### config.mk
export PLATFORM = sky130hd
export DESIGN_NAME = fpa_front
export DESIGN_NICKNAME = d
export VERILOG_FILES = /design/src/rtl/fpa_pkg.sv /design/src/rtl/fpa_front.sv
export SDC_FILE = /design/constraint.sdc
export NUM_CORES = 1
export LEC_CHECK = 0
export ABC_AREA = 1
export BUFFER_PORTS_ARGS = -buffer_cell sky130_fd_sc_hd__buf_2
export CAP_MARGIN = 20
export CORE_UTILIZATION = 50
export DETAILED_ROUTE_END_ITERATION = 6
export PLACE_DENSITY = 0.73
export SKIP_CTS_REPAIR_TIMING = 1
export SLEW_MARGIN = 20
export SYNTH_ARGS = -nofsm -noshare
export SYNTH_HDL_FRONTEND = slang
export SYNTH_SLANG_ARGS = --single-unit
### constraint.sdc
create_clock -name clk -period 7.9 [get_ports clk]
set_input_delay 0.395 -clock clk [delete_from_list [all_inputs] [get_ports clk]]
set_output_delay 0.395 -clock clk [all_outputs]
set_load 0.01 [all_outputs]
### src/rtl/fpa_pkg.sv
// fpa_pkg: shared types and constants for the fixed-point ALU pipeline.
// No dependencies; used by every module of the block.
package fpa_pkg;

	localparam int WORD_W        = 32;
	localparam int FUNC_W        = 4;
	localparam int FRAC_BITS_DEF = 16;

	typedef enum logic [FUNC_W-1:0] {
		OP_ADD = 4'd0,
		OP_SUB = 4'd1,
		OP_MUL = 4'd2,
		OP_DIV = 4'd3,
		OP_LT  = 4'd4,
		OP_GT  = 4'd5,
		OP_EQ  = 4'd6,
		OP_LE  = 4'd7,
		OP_GE  = 4'd8
	} alu_op_t;

	// input item
	typedef struct packed {
		logic [FUNC_W-1:0]        func;
		logic signed [WORD_W-1:0] operand_a;
		logic signed [WORD_W-1:0] operand_b;
	} req_t;

	// result item
	typedef struct packed {
		logic signed [WORD_W-1:0] value;
		logic                     cmp_true;
	} rsp_t;

	// control and partial result carried down the pipeline
	typedef struct packed {
		logic [FUNC_W-1:0] op;
		logic [WORD_W-1:0] value;    // final value for add/sub/compare, mul after s3
		logic              cmp;
		logic              neg;      // sign of product or quotient
		logic [WORD_W-1:0] divisor;  // |b|, or one for a zero divisor
	} ctl_t;

endpackage

### src/rtl/fpa_front.sv
// fpa_front: stage 1, decode, add/sub, compares, operand magnitudes.
// Depends on fpa_pkg.
module fpa_front (
	input  logic          clk,
	input  logic          arst_n,
	input  logic          req_valid,
	output logic          req_ready,
	input  fpa_pkg::req_t req,
	output logic          s1_valid,
	input  logic          s1_ready,
	output fpa_pkg::ctl_t s1_ctl,
	output logic [fpa_pkg::WORD_W-1:0] s1_mag_a
);

	logic                       vld_s1;
	fpa_pkg::ctl_t              ctl_s1;
	logic [fpa_pkg::WORD_W-1:0] mag_a_s1;

	fpa_pkg::ctl_t              ctl_d;
	logic [fpa_pkg::WORD_W-1:0] mag_a_d;
	logic [fpa_pkg::WORD_W-1:0] mag_b_d;
	logic                       zero_div;

	assign req_ready = !vld_s1 || s1_ready;

	always_comb begin
		mag_a_d  = req.operand_a[fpa_pkg::WORD_W-1] ? (~req.operand_a + 1'b1) : req.operand_a;
		mag_b_d  = req.operand_b[fpa_pkg::WORD_W-1] ? (~req.operand_b + 1'b1) : req.operand_b;
		zero_div = (req.func == fpa_pkg::OP_DIV) && (req.operand_b == '0);

		ctl_d.op      = req.func;
		ctl_d.value   = '0;
		ctl_d.cmp     = 1'b0;
		ctl_d.divisor = zero_div ? fpa_pkg::WORD_W'(1) : mag_b_d;
		ctl_d.neg     = zero_div ? req.operand_a[fpa_pkg::WORD_W-1]
		                         : (req.operand_a[fpa_pkg::WORD_W-1] ^
		                            req.operand_b[fpa_pkg::WORD_W-1]);

		unique case (req.func)
			fpa_pkg::OP_ADD: ctl_d.value = req.operand_a + req.operand_b;
			fpa_pkg::OP_SUB: ctl_d.value = req.operand_a - req.operand_b;
			fpa_pkg::OP_LT:  ctl_d.cmp   = req.operand_a <  req.operand_b;
			fpa_pkg::OP_GT:  ctl_d.cmp   = req.operand_a >  req.operand_b;
			fpa_pkg::OP_EQ:  ctl_d.cmp   = req.operand_a == req.operand_b;
			fpa_pkg::OP_LE:  ctl_d.cmp   = req.operand_a <= req.operand_b;
			fpa_pkg::OP_GE:  ctl_d.cmp   = req.operand_a >= req.operand_b;
			default: begin
				// mul, div finish later; unused codes give zeros
			end
		endcase
	end

	always_ff @(posedge clk or negedge arst_n) begin
		if (!arst_n) begin
			vld_s1 <= 1'b0;
		end else if (req_ready) begin
			vld_s1 <= req_valid;
		end
	end

	always_ff @(posedge clk) begin
		if (req_valid && req_ready) begin
			ctl_s1   <= ctl_d;
			mag_a_s1 <= mag_a_d;
		end
	end

	assign s1_valid = vld_s1;
	assign s1_ctl   = ctl_s1;
	assign s1_mag_a = mag_a_s1;

endmodule

==> metrics.txt <==
Hold EP=s1_mag_a[0]; worst r2r src=s1_valid; Crit Reg-Reg Endpoint=s1_mag_a[0]; hold depth=1; buffers added on ports=175; hold_sp=req[32]; Synth async-reset ratio=0.009709; Final Slew Violations=0; grt total ovfl=0; Post-DP Area=10490 um2; clk slew on worst S/H paths=90 ps; Top FF cell, synth=edfxtp_1; post-synth net total=1438; Synth Instances=1299; ANT nets after route=0; PwrDens=151.8 nW/um2; # setup viols final=0; crit end category=flop; Final GP Congestion=0.9918; Multi-input gate area=5416 um2; Ant. Diodes=0; startpoint types=input pin; initial core utilization=0.5156; vias post-DR=9353; core area=18210 um2; sequential fraction of the synthesis area=0.3289; Clock Skews=13.44 ps; most area-consuming cells after synthesis=edfxtp_1 (33%), nand2_1 (11%), ha_1 (8.7%); H-tree depth=3; DRT iter0 DRCs=860; clock tree from TritonCTS=done; required time of the worst setup path=8040 ps; die area=19330 um2; critical path peak fanout=22; post-route DRC violation count=21; dpl ws=4789 ps; final hold slack=235.7 ps; RSZ-0062 raised after global routing=no; placed cells=1686; Worst-Margin Slew=943.8 ps; vias in the first global route=8638; most numerous cell in the Yosys netlist=nand2_1; FF-to-FF setup slack=5460 ps; post-route clock period utilization=0.3544; # IOs=176; post-detail-place hpwl=24340 um; first-pass GRT wire length=45730 um; Yosys top cell by area=edfxtp_1; DR vias/cell=5.492; Root Buffer=clkbuf_16; Fin. Hold Viols=0; Filler cells=1739; gr usage total=0.3091; Area Growth Syn to Fin=14.82%; total negative slack=0 ps; total number of yosys warnings=0; share of the synthesized area in the top cell type=0.3262; Leakage=5.157 nW; Peak Freq=357.1 MHz; Inserted Clock Buffers=9; cell area after synthesis=9389 um2; Post-synth EDFFs=102; final period demand of the worst path=2800 ps; Worst EP arrival=2940 ps; Site Rows=49; Total Wirelength=29990 um; Clock Latency Late Sink=370 ps; Nets=1608; Cell variety after synth=53; worst setup path category=input pin to flop; Final Worst Setup Slack=5100 ps; max_cap viols=0; drt first pass iters=7; Reg2Reg Depth=2; Worst slew margin=0.3694; total power=1.636 mW; top cells by count, synth=nand2_1 (263), inv_1 (188), nor2_1 (153); final instance area=10780 um2; die span in y=139.0 um; clk buf depth=2; Peak VDD IR=102.6 uV; Clock Sinks=103; layout cell share with drive strength beyond 1=0.1879; Worst Hold Class=input pin to flop; flops & latches, synth=103; largest net degree at the start of global routing=71; outcome=finished, violations left; Die Width=139.0 um; post-synthesis average cell area=7.228 um2; fin cells=1703; failing checks=design-rule violations; FF/Latch Area=3088 um2; initial antenna violation count=0; Final Util=0.5920; drt wl/cell=17.61 um
==> state kept, by name (all words and copies together) (netlist names) <==
register,count
s1_ctl,70
s1_valid,1
s1_mag_a,32
==> cells by family after synthesis <==
| group | share of synthesized area |
|---|---|
| AND/OR/NAND/NOR | 0.2825 |
| AO/OA/AOI/OAI | 0.1407 |
| flip-flops | 0.3289 |
| buffers and inverters | 0.09542 |
| adder cells (fa/ha/maj) | 0.09089 |
| XOR/XNOR | 0.06157 |
==> placed cells by master (no fill, tap or decap), drive strengths merged <==
master	netlist	layout
nand2	278	278
inv	213	215
buf	10	178
nor2	168	168
edfxtp	102	102
a21oi	95	95
o21ai	91	91
nand3	86	86
ha	65	65
xor2	57	57
nor3	32	32
nand4	17	17
o21bai	16	16
a21o	9	9
xnor2	9	9
clkbuf	10	9
nor4	9	9
a31oi	6	6
nand3b	4	4
clkinv	0	4
o21a	3	3
or2	3	3
and2	3	3
o22ai	2	2
fa	2	2
o211ai	2	2
a211oi	1	1
and3	1	1
a21boi	1	1
a22o	1	1
o41ai	1	1
o211a	1	1
clkinvlp	0	1
dlygate4sd3	0	1
dfrtp	1	1
==> final cells by class <==
cell class | count | share of cell area
Clock inverter | 7 | 0.005223
Tap cell | 229 | 0.02658
Sequential cell | 103 | 0.2864
Clock buffer | 9 | 0.02089
Inverter | 213 | 0.07416
Multi-Input combinational cell | 963 | 0.5024
Timing Repair Buffer | 179 | 0.08426
==> worst max-delay path: stages <==
cell     delay (ps)
buf_2           350
inv_1           380
ha_1            650
nand2_1         140
nor2_2          160
inv_2            50
nor2_2          130
and2_4          190
nand2_4          60
nand3_1          90
nand3_1         100
nand2_1          70
inv_1            40
nor2_1           70
nand2_1          50
==> per-layer routing <==
layer	up-vias	track usage	share of wire
met1	4283	0.4369	0.46
li1	4612	-	-
met5	-	0	0
met3	53	0.04558	0.081
met2	405	0.4846	0.43
met4	0	0.1012	0.028
==> worst max path at each step <==
stage / endpoint / depth (start not counted) / startpoint / slack, ps
2_1_floorplan: s1_ctl[0] / 1 / s1_valid / 1920
3_3_place_gp: s1_ctl[33] / 15 / req[31] / 4850
3_5_place_dp: s1_ctl[33] / 15 / req[31] / 4790
4_1_cts: s1_ctl[33] / 15 / req[31] / 5180
5_1_grt: s1_ctl[33] / 15 / req[31] / 4980
6_report: s1_ctl[33] / 15 / req[31] / 5100
==> where the power goes <==
part	internal [mW]	switching (mW)	total (mW)	leakage (nW)
registers	0.648	0.00913	0.657	0.999
clock network	0.219	0.235	0.454	0.137
logic	0.166	0.359	0.525	4.02
total	1.03	0.603	1.64	5.16
Power figures use the tool's default switching activity.
