### src/rtl/fpa_pkg.sv
// fpa_pkg: shared types and constants for the fixed-point ALU pipeline.
// No dependencies; used by every module of the block.
package fpa_pkg;

	localparam int WORD_W        = 32;
	localparam int FUNC_W        = 4;
	localparam int FRAC_BITS_DEF = 16;

	typedef enum logic [FUNC_W-1:0] {
		OP_ADD = 4'd0,
		OP_SUB = 4'd1,
		OP_MUL = 4'd2,
		OP_DIV = 4'd3,
		OP_LT  = 4'd4,
		OP_GT  = 4'd5,
		OP_EQ  = 4'd6,
		OP_LE  = 4'd7,
		OP_GE  = 4'd8
	} alu_op_t;

	// input item
	typedef struct packed {
		logic [FUNC_W-1:0]        func;
		logic signed [WORD_W-1:0] operand_a;
		logic signed [WORD_W-1:0] operand_b;
	} req_t;

	// result item
	typedef struct packed {
		logic signed [WORD_W-1:0] value;
		logic                     cmp_true;
	} rsp_t;

	// control and partial result carried down the pipeline
	typedef struct packed {
		logic [FUNC_W-1:0] op;
		logic [WORD_W-1:0] value;    // final value for add/sub/compare, mul after s3
		logic              cmp;
		logic              neg;      // sign of product or quotient
		logic [WORD_W-1:0] divisor;  // |b|, or one for a zero divisor
	} ctl_t;

endpackage

### src/rtl/fpa_mul.sv
// fpa_mul: stages 2 and 3, 32x32 magnitude product, scaling and sign, and
// the dividend setup for the divider. Depends on fpa_pkg.
module fpa_mul #(
	parameter int FRAC_BITS = fpa_pkg::FRAC_BITS_DEF
) (
	input  logic          clk,
	input  logic          arst_n,
	input  logic          s1_valid,
	output logic          s1_ready,
	input  fpa_pkg::ctl_t s1_ctl,
	input  logic [fpa_pkg::WORD_W-1:0] s1_mag_a,
	output logic          s3_valid,
	input  logic          s3_ready,
	output fpa_pkg::ctl_t s3_ctl,
	output logic [fpa_pkg::WORD_W+FRAC_BITS-1:0] s3_dividend
);

	localparam int W  = fpa_pkg::WORD_W;
	localparam int DW = W + FRAC_BITS;

	logic              vld_s2;
	logic              rdy_s2;
	fpa_pkg::ctl_t     ctl_s2;
	logic [W-1:0]      mag_a_s2;
	logic [2*W-1:0]    prod_s2;

	logic              vld_s3;
	fpa_pkg::ctl_t     ctl_s3;
	logic [DW-1:0]     dvd_s3;

	fpa_pkg::ctl_t     ctl_d;
	logic [W-1:0]      scaled;

	assign s3_valid = vld_s3;
	assign rdy_s2   = !vld_s3 || s3_ready;
	assign s1_ready = !vld_s2 || rdy_s2;

	always_ff @(posedge clk or negedge arst_n) begin
		if (!arst_n) begin
			vld_s2 <= 1'b0;
			vld_s3 <= 1'b0;
		end else begin
			if (s1_ready) begin
				vld_s2 <= s1_valid;
			end
			if (rdy_s2) begin
				vld_s3 <= vld_s2;
			end
		end
	end

	always_ff @(posedge clk) begin
		if (s1_valid && s1_ready) begin
			ctl_s2   <= s1_ctl;
			mag_a_s2 <= s1_mag_a;
			prod_s2  <= {{W{1'b0}}, s1_mag_a} * {{W{1'b0}}, s1_ctl.divisor};
		end
	end

	// truncation toward zero: scale the magnitude, then apply the sign
	always_comb begin
		scaled = prod_s2[FRAC_BITS +: W];
		ctl_d  = ctl_s2;
		if (ctl_s2.op == fpa_pkg::OP_MUL) begin
			ctl_d.value = ctl_s2.neg ? (~scaled + 1'b1) : scaled;
		end
	end

	always_ff @(posedge clk) begin
		if (vld_s2 && rdy_s2) begin
			ctl_s3 <= ctl_d;
			dvd_s3 <= {mag_a_s2, {FRAC_BITS{1'b0}}};
		end
	end

	assign s3_ctl      = ctl_s3;
	assign s3_dividend = dvd_s3;

endmodule

### config.mk
export PLATFORM = sky130hd
export DESIGN_NAME = fpa_mul
export DESIGN_NICKNAME = d
export VERILOG_FILES = /design/src/rtl/fpa_pkg.sv /design/src/rtl/fpa_mul.sv
export SDC_FILE = /design/constraint.sdc
export NUM_CORES = 2
export LEC_CHECK = 0
export BUFFER_PORTS_ARGS = -buffer_cell sky130_fd_sc_hd__buf_2
export CAP_MARGIN = 20
export CORE_AREA = 2 2 320 385
export CTS_BUF_LIST = sky130_fd_sc_hd__clkbuf_2
export DETAILED_ROUTE_END_ITERATION = 16
export DIE_AREA = 0 0 322 387
export PLACE_DENSITY = 0.46
export SYNTH_ARGS = -nofsm -noshare
export SYNTH_HDL_FRONTEND = slang
export SYNTH_SLANG_ARGS = --single-unit
### constraint.sdc
create_clock -name clk -period 5.3 [get_ports clk]
set_input_delay 1.325 -clock clk [delete_from_list [all_inputs] [get_ports clk]]
set_output_delay 1.325 -clock clk [all_outputs]
set_load 0.05 [all_outputs]
==> metrics.md <==
| Metric | Value |
|---|---|
| Pre-antenna DRT Iters | `7` |
| Fin. max-slew vios | `0` |
| Hold Path Class | `primary input to register` |
| Rel. slew slack | `a little under 50%` |
| Clock transition at the registers of the reported paths | `0.09 ns` |
| Worst setup EP type | `register` |
| Worst-Skew Late Latency | `~1.3 ns` |
| I/O pin cnt | `between 200 and 250` |
| Dpl hpwl | `91300 um` |
| Root Buffer | `clkbuf_2` |
| Post-route worst setup slack | `-1.60 ns` |
| Overall routing resource usage | `between 10% and 20%` |
| Post-Synthesis Cells | `around 3500` |
| Synth Warn # | `0` |
| Capturing point of the worst reg2reg path | `s3_ctl[65]` |
| Fin crit period | `6.90 ns` |
| Final hold violation count | `0` |
| Startpoint class of the critical path | `primary input` |
| Count of final setup violators | `32` |
| Vias in the first global route | `~29000` |
| Synth cell types | `about 60` |
| Startpoint of the worst hold path | `s1_ctl[60]` |
| CTS tree | `yes` |
| Worst Skew | `approximately 0.14 ns` |
| Kind of critical path | `primary input to register` |
| Die Footprint | `about 120000 um^2` |
| Status | `finished with violations` |
| Cell count of the worst reg-to-reg path | `8` |
| Hold Path Sink | `ctl_s2[60]` |
| Core Area | `around 120000 um^2` |
| Placed cell areas | `just over 40000 um^2` |
| Pin count of the biggest net entering global routing | `slightly below 80` |
| Layout cell share with drive strength beyond 1 | `between 20% and 30%` |
| Vias per inst | `approximately 4.5` |
| Multi-input logic area | `around 26000 um^2` |
| Final ANT Viol Nets | `0` |
| Max Fanout on Critical Path | `10` |
| Failing checks | `negative setup slack` |
| GP Congestion | `around 0.84` |
| GRT overflow | `0` |
| Ys async rst share | `less than 1%` |
| Post-route DRC | `0` |
| Critical Path RT | `6.29 ns` |
| Vias | `around 25000` |
| Filler cell count | `12372` |
| Maxcap violations | `0` |
| Hold Crit Depth | `1` |
| Nets | `5034` |
| Design area | `44100 um^2` |
| Worst Path Arrival | `~7.9 ns` |
| Starting Density | `approximately 30%` |
| Initial antenna violation count | `7` |
| Input/output buffers | `about 210` |
| DIE HEIGHT | `just under 400 um` |
| First-pass GRT wire length | `between 150000 and 200000 um` |
| R2r setup slk | `about 2.4 ns` |
| P&R area growth vs syn | `22.5%` |
| Flops & latches, synth | `238` |
| H-tree Lvls | `3` |
| Slew @ Worst Pin | `~0.76 ns` |
| Register area share after synthesis | `19.8%` |
| Post-synth EDFFs | `roughly 240` |
| CTS max path bufs | `3` |
| DR iter-0 viols | `about 940` |
| Die width | `about 320 um` |
| Routed WL | `around 110000 um` |
| Syn Std Cell Area | `~36000 um^2` |
| Crit path from | `s1_mag_a[20]` |
| Ys flop type | `edfxtp_1` |
| Register area | `~7000 um^2` |
| FP Rows | `140` |
| CTS Buf Count | `73` |
| Tcrit/Tclk final | `130%` |
| Synth Area per Inst | `approximately 10 um^2` |
| RR Startpoint | `prod_s2[24]` |
| WL/cell | `~20 um` |
| Sink Count | `between 200 and 250` |
| Fmax | `between 0.1 and 0.15 GHz` |
| Unrepaired setup endpoints after global routing | `yes` |
## metal layers
layer / vias to the layer above / wire length, um / track usage (%) / share of wire (%)
li1: 11245 / - / - / -
met1: 13045 / 38900 / 19.2 / 35
met2: 508 / 61300 / 35.0 / 56
met3: 230 / 3490 / 2.68 / 3.2
met4: 6 / 5930 / 9.31 / 5.4
met5: - / 32 / 0 / 0.029
## cells in the final DEF (no fill, tap or decap), types with 6 or more instances in the layout
cell type,instances
buf_8,12
buf_2,165
ha_4,30
o21ai_0,10
nand4_1,13
a21oi_2,13
o31ai_1,10
nor2_1,44
a21o_1,25
inv_2,31
buf_6,50
ha_1,143
and2_1,512
inv_1,727
xor2_1,38
and2_4,41
nand2b_1,8
dlygate4sd3_1,26
xnor2_1,45
conb_1,16
fa_2,39
clkbuf_2,99
a21oi_1,52
o21ai_2,6
buf_16,6
clkinv_1,13
xor2_2,6
nand2_1,379
fa_1,739
buf_12,29
edfxtp_1,236
buf_4,335
## cells by family (layout without fill, tap and decap cells)
kind of cell | Yosys count | count (layout) | share of synthesized area, %
other | 1 | 21 | 0.0104
adder cells (fa/ha/maj) | 952 | 952 | 49.4
multiplexers | 3 | 3 | 0.0904
flip-flops | 238 | 238 | 19.8
buffers and inverters | 953 | 1510 | 10.1
AO/OA/AOI/OAI | 171 | 171 | 3.21
XOR/XNOR | 92 | 92 | 2.24
AND/OR/NAND/NOR | 1041 | 1041 | 15.1
## worst max-delay path, stage by stage
cell and delay, ns:
buf_4 0.18, buf_4 0.18, and2_4 0.14, fa_1 0.53, inv_1 0.06, fa_2 0.54
fa_1 0.47, fa_1 0.50, inv_1 0.05, fa_1 0.49, fa_1 0.43, fa_1 0.50
inv_1 0.05, fa_1 0.49, inv_2 0.05, ha_4 0.24, o21ai_2 0.18, o21bai_2 0.10
buf_4 0.15, a2bb2oi_4 0.18, a2111oi_4 0.49, o21ai_4 0.15, buf_4 0.17, buf_6 0.11
xor2_2 0.13
## cell usage after synthesis, drive strengths merged (4+ instances only)
| cell | count | area (um^2) |
|---|---|---|
| fa | 778 | 15600 |
| inv | 758 | 2850 |
| and2 | 553 | 3460 |
| nand2 | 383 | 1440 |
| edfxtp | 236 | 7090 |
| clkbuf | 176 | 661 |
| ha | 174 | 2180 |
| a21oi | 67 | 335 |
| nor2 | 49 | 184 |
| xnor2 | 48 | 420 |
| xor2 | 44 | 385 |
| a21o | 25 | 188 |
| o21ai | 23 | 119 |
| buf | 19 | 140 |
| nand4 | 13 | 81.3 |
| o31ai | 10 | 75.1 |
| a31oi | 9 | 56.3 |
| nand2b | 8 | 50.1 |
| a211oi | 7 | 62.6 |
| nor2b | 6 | 37.5 |
| nand3 | 5 | 25.0 |
| nor3 | 5 | 25.0 |
| and3 | 4 | 25.0 |
| nor4 | 4 | 25.0 |
| o41ai | 4 | 53.8 |
## sequential cells by signal (all words and copies together) (netlist names)
register     count
mag_a_s2        32
s3_valid         1
ctl_d           38
vld_s2           1
prod_s2         32
ctl_s2          32
s3_ctl          70
s3_dividend     32
## cell type report
class	count	area share (%)
Multi-Input combinational cell	2275	59.5
Timing Repair Buffer	630	11.9
Sequential cell	238	16.2
Antenna cell	5	0.0284
Clock buffer	99	1.12
Inverter	758	6.46
Clock inverter	23	0.375
Tap cell	1562	4.43
## what timing repair did
item,CTS,global route
pin swaps,140,104
resized for setup,217,115
hold buffers,26,0
endpoints found under the hold margin,27,0
setup buffers,35,14
gates cloned,4,2
setup endpoints to repair,32,32
## stage by stage
step	std cells	setup TNS, ns	utilization (%)	hold slack (ns)	setup WS, ns
finish	5590	-40.00	36.5	0.256	-1.60
detailed placement	5386	-89.30	34.2	0.405	-3.21
global placement	5386	-87.58	34.2	0.401	-3.18
global route	5589	-39.88	36.5	0.0651	-1.60
floorplan	3466	-65.77	-	0.400	-2.55
CTS	5572	-33.44	36.0	0.000115	-1.48
## how the worst max path moves through the flow
stage                        to  slack [ns]  cells past startpoint
floorplan           prod_s2[45]       -2.55                     22
global placement    prod_s2[42]       -3.18                     24
detailed placement  prod_s2[42]       -3.21                     24
CTS                 prod_s2[47]       -1.48                     21
global route        prod_s2[47]       -1.60                     25
finish              prod_s2[36]       -1.60                     25
Power is not shown: default switching activity piles up to over one toggle a cycle in this logic, so the estimate is an artifact.
